<file path="config.mk">
export PLATFORM = sky130hd
export DESIGN_NAME = preemptive_priority_tick_scheduler_flat
export DESIGN_NICKNAME = d
export VERILOG_FILES = /design/src/rtl/pps_pkg.sv /design/src/rtl/pps_cmd_if.sv /design/src/rtl/pps_slot_if.sv /design/src/rtl/preemptive_priority_tick_scheduler.sv /design/src/rtl/pps_entry_store.sv /design/src/flat_wrapper.sv
export VERILOG_INCLUDE_DIRS = /design/src /design/src/rtl
export SDC_FILE = /design/constraint.sdc
export NUM_CORES = 2
export LEC_CHECK = 0
export BUFFER_PORTS_ARGS = -buffer_cell sky130_fd_sc_hd__buf_2
export CAP_MARGIN = 25
export CORE_AREA = 2 2 280 282
export DETAILED_ROUTE_END_ITERATION = 10
export DIE_AREA = 0 0 282 284
export PLACE_DENSITY = 0.86
export SETUP_SLACK_MARGIN = 0.2
export SLEW_MARGIN = 30
export SYNTH_ARGS = -nofsm -noshare
export SYNTH_HDL_FRONTEND = slang
export SYNTH_SLANG_ARGS = --single-unit
</file>
<file path="constraint.sdc">
create_clock -name clk -period 7.4 [get_ports clk]
set_clock_uncertainty 0.15 [all_clocks]
set_input_delay 2.22 -clock clk [delete_from_list [all_inputs] [get_ports clk]]
set_output_delay 2.22 -clock clk [all_outputs]
set_load 0.01 [all_outputs]
</file>
<file path="src/rtl/preemptive_priority_tick_scheduler_macros.svh">
// Assertion macros for the preemptive priority tick scheduler.
// Expects clk and rst_n in the scope of use; empty under SYNTHESIS.
`ifndef PREEMPTIVE_PRIORITY_TICK_SCHEDULER_MACROS_SVH
`define PREEMPTIVE_PRIORITY_TICK_SCHEDULER_MACROS_SVH
`ifndef SYNTHESIS
// same-cycle implication
`define PPS_ASSERT_NOW(label, ante, cons) \
    label: assert property (@(posedge clk) disable iff (!rst_n) (ante) |-> (cons)) \
        else $error("pps assertion failed");
// next-cycle implication
`define PPS_ASSERT_NEXT(label, ante, cons) \
    label: assert property (@(posedge clk) disable iff (!rst_n) (ante) |=> (cons)) \
        else $error("pps assertion failed");
`else
`define PPS_ASSERT_NOW(label, ante, cons)
`define PPS_ASSERT_NEXT(label, ante, cons)
`endif
`endif

</file>
<file path="src/rtl/pps_pkg.sv">
// Shared types and constants for the preemptive priority tick scheduler.
// No dependencies.
`default_nettype none

package pps_pkg;

    localparam int ENTRIES_DEFAULT = 16;

    localparam logic [1:0] OP_LOAD  = 2'd0;
    localparam logic [1:0] OP_TICK  = 2'd1;
    localparam logic [1:0] OP_CLEAR = 2'd2;

    typedef logic signed [16:0] prio_t;

    localparam prio_t PRIO_MIN = 17'sh10000;

    typedef struct packed {
        logic [7:0]  number;
        logic [15:0] arrival;
        logic [15:0] remaining;
        prio_t       prio;
    } entry_t;

    typedef struct packed {
        logic [1:0]  operation;
        logic [3:0]  entry_index;
        logic [7:0]  task_number;
        logic [15:0] arrival;
        logic [15:0] run_length;
        logic [14:0] start_priority;
    } cmd_beat_t;

    typedef struct packed {
        logic [31:0] slot_time;
        logic [3:0]  chosen_index;
        logic [7:0]  chosen_number;
        logic        idle;
        logic        finished;
        logic        all_done;
    } slot_beat_t;

endpackage

`default_nettype wire

</file>
<file path="src/rtl/pps_cmd_if.sv">
// Command channel: valid/ready handshake carrying one cmd_beat_t per beat.
// Depends on pps_pkg.
`default_nettype none

interface pps_cmd_if
    import pps_pkg::*;
();
    logic      valid;
    logic      ready;
    cmd_beat_t data;

    modport source (output valid, output data, input ready);
    modport sink (input valid, input data, output ready);
endinterface

`default_nettype wire

</file>
<file path="src/rtl/pps_slot_if.sv">
// Result channel: valid/ready handshake carrying one slot_beat_t per beat.
// Depends on pps_pkg.
`default_nettype none

interface pps_slot_if
    import pps_pkg::*;
();
    logic       valid;
    logic       ready;
    slot_beat_t data;

    modport source (output valid, output data, input ready);
    modport sink (input valid, input data, output ready);
endinterface

`default_nettype wire

</file>
<file path="src/rtl/preemptive_priority_tick_scheduler.sv">
// Preemptive priority tick scheduler: top level, sequencer and status bits.
// Depends on pps_pkg, pps_cmd_if, pps_slot_if, pps_entry_store and the macros header.
//
//   channel | role   | beat        | when a beat is taken
//   cmd     | sink   | cmd_beat_t  | valid & ready
//   slot    | source | slot_beat_t | valid & ready, one beat per tick command
//
// Load and clear act in the idle state. A tick scans every entry:
// one read of the entry memory per cycle feeds a single priority comparator, then
// the update state writes the chosen entry back and loads the result register.
// cmd is ready in the idle state, also while a result waits; the update cycle
// waits while the result register is still full and slot is not ready.
// Reset clears valid/done bits and time; the entry memory itself has no reset.
`default_nettype none

`include "preemptive_priority_tick_scheduler_macros.svh"

module preemptive_priority_tick_scheduler
    import pps_pkg::*;
#(
    parameter int ENTRIES = ENTRIES_DEFAULT
) (
    input wire logic   clk,
    input wire logic   rst_n,
    pps_cmd_if.sink    cmd,
    pps_slot_if.source slot
);

    localparam int IDX_W = $clog2(ENTRIES);
    localparam logic [IDX_W-1:0] LAST_IDX = IDX_W'(ENTRIES - 1);

    typedef enum logic [1:0] {
        ST_IDLE,
        ST_SCAN,
        ST_UPDATE
    } state_t;

    state_t             state_reg, state_next;
    logic [IDX_W-1:0]   scan_reg, scan_next;
    logic               found_reg, found_next;
    logic [IDX_W-1:0]   best_idx_reg, best_idx_next;
    entry_t             best_entry_reg, best_entry_next;
    logic [31:0]        now_reg, now_next;
    logic [ENTRIES-1:0] valid_reg, valid_next;
    logic [ENTRIES-1:0] done_reg, done_next;
    logic               out_valid_reg, out_valid_next;
    slot_beat_t         out_data_reg, out_data_next;

    logic               wr_en;
    logic [IDX_W-1:0]   wr_addr;
    entry_t             wr_data;
    logic [IDX_W-1:0]   rd_addr;
    entry_t             rd_data;

    entry_t             upd_entry;
    logic               fin;
    logic [ENTRIES-1:0] fin_vec;
    logic               cand;
    logic               take;
    logic [IDX_W-1:0]   load_idx;

    pps_entry_store #(
        .ENTRIES (ENTRIES)
    ) u_store (
        .clk     (clk),
        .wr_en   (wr_en),
        .wr_addr (wr_addr),
        .wr_data (wr_data),
        .rd_addr (rd_addr),
        .rd_data (rd_data)
    );

    always_comb
    begin
        upd_entry = best_entry_reg;
        if (upd_entry.remaining != 16'd0)
        begin
            upd_entry.remaining = upd_entry.remaining - 16'd1;
        end
        if (upd_entry.prio > PRIO_MIN)
        begin
            upd_entry.prio = upd_entry.prio - 17'sd1;
        end
        fin = found_reg && (upd_entry.remaining == 16'd0);
        fin_vec = '0;
        fin_vec[best_idx_reg] = fin;
    end

    assign cand = valid_reg[scan_reg] && !done_reg[scan_reg]
                  && ({16'd0, rd_data.arrival} <= now_reg);
    assign take = cand && (!found_reg || (rd_data.prio > best_entry_reg.prio));
    assign load_idx = IDX_W'(cmd.data.entry_index);

    always_comb
    begin
        state_next      = state_reg;
        scan_next       = scan_reg;
        found_next      = found_reg;
        best_idx_next   = best_idx_reg;
        best_entry_next = best_entry_reg;
        now_next        = now_reg;
        valid_next      = valid_reg;
        done_next       = done_reg;
        out_valid_next  = out_valid_reg && !slot.ready;
        out_data_next   = out_data_reg;
        wr_en           = 1'b0;
        wr_addr         = best_idx_reg;
        wr_data         = upd_entry;
        rd_addr         = scan_reg + IDX_W'(1);

        unique case (state_reg)
            ST_IDLE:
            begin
                if (cmd.valid)
                begin
                    unique case (cmd.data.operation)
                        OP_LOAD:
                        begin
                            if (32'(cmd.data.entry_index) < 32'(ENTRIES))
                            begin
                                wr_en             = 1'b1;
                                wr_addr           = load_idx;
                                wr_data.number    = cmd.data.task_number;
                                wr_data.arrival   = cmd.data.arrival;
                                wr_data.remaining = cmd.data.run_length;
                                wr_data.prio      = prio_t'({2'b00, cmd.data.start_priority});
                                valid_next[load_idx] = 1'b1;
                                done_next[load_idx]  = (cmd.data.run_length == 16'd0);
                            end
                        end
                        OP_TICK:
                        begin
                            rd_addr    = '0;
                            scan_next  = '0;
                            found_next = 1'b0;
                            state_next = ST_SCAN;
                        end
                        OP_CLEAR:
                        begin
                            valid_next = '0;
                            done_next  = '0;
                            now_next   = '0;
                        end
                        default:
                        begin
                        end
                    endcase
                end
            end
            ST_SCAN:
            begin
                if (take)
                begin
                    found_next      = 1'b1;
                    best_idx_next   = scan_reg;
                    best_entry_next = rd_data;
                end
                if (scan_reg == LAST_IDX)
                begin
                    state_next = ST_UPDATE;
                end
                else
                begin
                    scan_next = scan_reg + IDX_W'(1);
                end
            end
            ST_UPDATE:
            begin
                if (!out_valid_reg || slot.ready)
                begin
                    wr_en                       = found_reg;
                    done_next                   = done_reg | fin_vec;
                    out_valid_next              = 1'b1;
                    out_data_next.slot_time     = now_reg;
                    out_data_next.chosen_index  = found_reg ? 4'(best_idx_reg) : 4'd0;
                    out_data_next.chosen_number = found_reg ? best_entry_reg.number : 8'd0;
                    out_data_next.idle          = !found_reg;
                    out_data_next.finished      = fin;
                    out_data_next.all_done      = ~|(valid_reg & ~(done_reg | fin_vec));
                    if (now_reg != '1)
                    begin
                        now_next = now_reg + 32'd1;
                    end
                    state_next = ST_IDLE;
                end
            end
            default:
            begin
                state_next = ST_IDLE;
            end
        endcase
    end

    always_ff @(posedge clk or negedge rst_n)
    begin
        if (!rst_n)
        begin
            state_reg     <= ST_IDLE;
            scan_reg      <= '0;
            found_reg     <= 1'b0;
            best_idx_reg  <= '0;
            now_reg       <= '0;
            valid_reg     <= '0;
            done_reg      <= '0;
            out_valid_reg <= 1'b0;
        end
        else
        begin
            state_reg     <= state_next;
            scan_reg      <= scan_next;
            found_reg     <= found_next;
            best_idx_reg  <= best_idx_next;
            now_reg       <= now_next;
            valid_reg     <= valid_next;
            done_reg      <= done_next;
            out_valid_reg <= out_valid_next;
        end
    end

    always_ff @(posedge clk)
    begin
        best_entry_reg <= best_entry_next;
        out_data_reg   <= out_data_next;
    end

    assign cmd.ready  = (state_reg == ST_IDLE);
    assign slot.valid = out_valid_reg;
    assign slot.data  = out_data_reg;

    `PPS_ASSERT_NOW(a_rose_after_update, $rose(slot.valid), $past(state_reg == ST_UPDATE))
    `PPS_ASSERT_NEXT(a_scan_ends, (state_reg == ST_SCAN) && (scan_reg == LAST_IDX), state_reg == ST_UPDATE)
    `PPS_ASSERT_NOW(a_idle_fields, slot.valid && slot.data.idle, (slot.data.chosen_index == 4'd0) && (slot.data.chosen_number == 8'd0) && !slot.data.finished)

endmodule

`default_nettype wire

</file>
<file path="src/rtl/pps_entry_store.sv">
// Task entry memory: one write port, one read port with registered data.
// Depends on pps_pkg.
`default_nettype none

module pps_entry_store
    import pps_pkg::*;
#(
    parameter int ENTRIES = ENTRIES_DEFAULT,
    localparam int IDX_W = $clog2(ENTRIES)
) (
    input  wire logic             clk,
    input  wire logic             wr_en,
    input  wire logic [IDX_W-1:0] wr_addr,
    input  wire entry_t           wr_data,
    input  wire logic [IDX_W-1:0] rd_addr,
    output entry_t                rd_data
);

    entry_t mem [ENTRIES];
    entry_t rd_data_reg;

    always_ff @(posedge clk)
    begin
        if (wr_en)
        begin
            mem[wr_addr] <= wr_data;
        end
        rd_data_reg <= mem[rd_addr];
    end

    assign rd_data = rd_data_reg;

endmodule

`default_nettype wire
</file>
<file path="src/flat_wrapper.sv">
// flat-port wrapper written by rule: the top's interface ports become plain ports
module preemptive_priority_tick_scheduler_flat import pps_pkg::*;
#(
    parameter int ENTRIES = ENTRIES_DEFAULT
)
  (clk, rst_n, cmd_valid, cmd_data, cmd_ready, slot_valid, slot_data, slot_ready);
  pps_cmd_if cmd_i ();
  pps_slot_if slot_i ();
  input wire logic clk;
  input wire logic rst_n;
  input wire logic [$bits(cmd_i.valid)-1:0] cmd_valid;
  input wire logic [$bits(cmd_i.data)-1:0] cmd_data;
  output wire logic [$bits(cmd_i.ready)-1:0] cmd_ready;
  output wire logic [$bits(slot_i.valid)-1:0] slot_valid;
  output wire logic [$bits(slot_i.data)-1:0] slot_data;
  input wire logic [$bits(slot_i.ready)-1:0] slot_ready;
  assign cmd_i.valid = cmd_valid;
  assign cmd_i.data = cmd_data;
  assign cmd_ready = cmd_i.ready;
  assign slot_valid = slot_i.valid;
  assign slot_data = slot_i.data;
  assign slot_i.ready = slot_ready;
  preemptive_priority_tick_scheduler #(.ENTRIES(ENTRIES)) u_core (.clk(clk), .rst_n(rst_n), .cmd(cmd_i), .slot(slot_i));
endmodule
</file>
==> metrics <==
status finished clean; row count 102; routed wire length per instance 25.0 um; TritonCTS clock tree yes; Starting Density 0.617; leading area contributor after synthesis edfxtp_1; Ys Warns 0; Power Dens Cells 388 mW/mm^2; DRT Pass-1 Iters 9; Fill cells 4685; final slew viol count 0; Hold Path Class flip-flop to flip-flop; P&R area growth vs syn 11.6%; worst slack, placed 1.44 ns; nets 3696; Max H-tree Level 3; largest net degree at the start of global routing 187; Synth top area share 0.642; max reg flops 912; post-synthesis sequential area ratio 0.706; layout cells sized above 1 0.122; #FFs+latches synth 1149; # setup viols final 0; DP Area 0.0494 sq mm; final hold violations 0; Core Area 0.0770 sq mm; P_leak 0.0177 uW; GRT Total Usage 0.293; Setup TNS Final 0 ns; DRC errors left 0; Synth area leaders edfxtp_1 (64%), dfrtp_1 (4.0%), nor2_1 (3.0%); Mapped Area 0.0475 sq mm; Post-synth EDFFs 1016; critical path class input port to flip-flop; R2R setup slack 2.90 ns; final setup margin 2.09 ns; Peak Freq 0.188 GHz; DRT antenna net count 0; Routability Congestion 0.928; vias 31.0k; vias per inst 6.57; Tmin final 5.31 ns; Syn Nets 3648; peak supply drop 0.000403 V; Critical Path Start Type input port; full die area 0.0801 sq mm; cells after synthesis 3546; final instance area 0.0530 sq mm; Post-CTS Setup Bufs 0; initial antenna violation count 0; Ports 114; ANT cells 0; max cap viols 0; Post-synth ARST share 0.0661; Syn Area/Cell 13.4 sq um; Rel. slew slack 0.319; grt ovf 0; crit path max fanout 57; total clock sinks 1149; Die Wd 282 um; top_reg_cell synth edfxtp_1; CP Capture Type flip-flop; HPWL after DPL 62000 um; final WL 118000 um; CTS root buf clkbuf_16; IO Port Bufs 113; worst-margin pin slew 1.02 ns; first-pass GRT wire length 178000 um; crit path DAT 5.51 ns; Required @ worst endpoint 7.60 ns; Clk Latency, worst-skew pair 0.69 ns; vias in the first global route 30.5k; Clock Pin Slew Worst Setup and Hold Paths 0.06 ns; Resized cells post-CTS 0; unrepaired setup endpoints after global routing false; Die Span Y 284 um; post-synth cell types 64; period utilization 0.717; DRC violation total after the first TritonRoute iteration 4355; CTS Buffer Depth 3; CTS buffer count 106; # hold bufs at CTS 0
## logic make-up after synthesis
group	after synthesis	synth area share
and+or+nand+nor	1189	0.118
DFF	1149	0.706
AOI/OAI and AO/OA	762	0.103
buffers and inverters	288	0.0229
muxes	73	0.0313
xor gates and xnor gates	48	0.00885
adders and majority gates	37	0.00974
## worst paths after layout
path	from	endpoint	cells after the start
max	cmd_data[59]	u_core.u_store.mem[1][41]$_DFFE_PP_	9
min	u_core.u_store.rd_data[28]$_DFF_P_	u_core.best_entry_reg[28]$_DFFE_PP_	0
max reg2reg	u_core.state_reg[0]$_DFFE_PN0P_	u_core.u_store.mem[1][41]$_DFFE_PP_	8
min reg2reg	u_core.u_store.rd_data[28]$_DFF_P_	u_core.best_entry_reg[28]$_DFFE_PP_	0
max in group asynchronous	rst_n	u_core.scan_reg[0]$_DFFE_PN0P_	2
min in group asynchronous	rst_n	u_core.valid_reg[7]$_DFFE_PN0P_	1
## report_power, final
part	internal, uW	total (uW)	switching (uW)	leakage (uW)
logic	2300	6400	4100	0.00538
registers	8100	8590	492	0.0106
clock network	3230	5590	2370	0.00171
## critical path: stages
cell,delay [ns]
buf_2,0.12
nor2b_1,0.21
nand2_1,0.43
nor2_4,0.29
buf_4,0.59
nor2_1,0.12
a21oi_1,0.73
nor2_4,0.32
buf_4,0.43
## per-layer routing
layer,wire length [um],global-route usage,vias up
met5,0,0,-
met3,12800,0.0491,353
met2,57600,0.477,2070
met1,42700,0.389,15178
met4,4910,0.132,0
li1,-,-,13432
## placed cells by master, fill, tap and decap left out, drive strengths merged, types with 8 or more instances in the layout
master / synthesis / layout
nand4: 15 / 15
nand2b: 132 / 132
nor3: 35 / 35
nor2: 376 / 376
and2: 137 / 137
a211oi: 124 / 124
and3: 20 / 20
a31oi: 132 / 132
inv: 53 / 57
nand3: 35 / 35
o311ai: 114 / 114
nor4: 19 / 19
edfxtp: 1016 / 1016
clkbuf: 219 / 155
bufinv: 0 / 13
buf: 16 / 175
nand2: 366 / 366
a21oi: 160 / 160
a21o: 8 / 8
nor2b: 23 / 23
xnor2: 45 / 45
dfxtp: 57 / 57
dfrtp: 76 / 76
clkinv: 0 / 24
o21ai: 172 / 172
mux4: 60 / 60
ha: 37 / 37
## Yosys cell counts (all sizes together) (15+ instances only)
library cell,number
xnor2,45
nor3,35
a21oi,160
o311ai,114
nand2b,132
a211oi,124
nor2b,23
a31oi,132
nand4,15
dfxtp,57
clkbuf,219
o21ai,172
nor4,19
edfxtp,1016
buf,16
nand2,366
and3,20
nand3,35
and2,137
dfrtp,76
mux4,60
inv,53
nor2,376
ha,37
## area by class of cell
cell class | instances | area, sq um | area share
multi-input cells | 2109 | 13200 | 0.248
repair buffers | 175 | 1240 | 0.0235
clock buffers | 155 | 2950 | 0.0556
flip-flops and latches | 1149 | 33600 | 0.633
well taps | 1040 | 1300 | 0.0245
clock inverters | 46 | 607 | 0.0114
inverters | 53 | 200 | 0.00378
## stage by stage
| stage | util | power [uW] | std cells | hold WS, ns |
|---|---|---|---|---|
| 3_3_place_gp | 0.640 | 14500 | 4523 | 0.238 |
| 4_1_cts | 0.688 | 20500 | 4727 | 0.254 |
| 2_1_floorplan | - | 12900 | 3546 | 0.236 |
| 5_1_grt | 0.689 | 21400 | 4727 | 0.260 |
| 3_5_place_dp | 0.642 | 14800 | 4526 | 0.239 |
| 6_report | 0.689 | 20600 | 4727 | 0.255 |
Power figures use the tool's default switching activity.
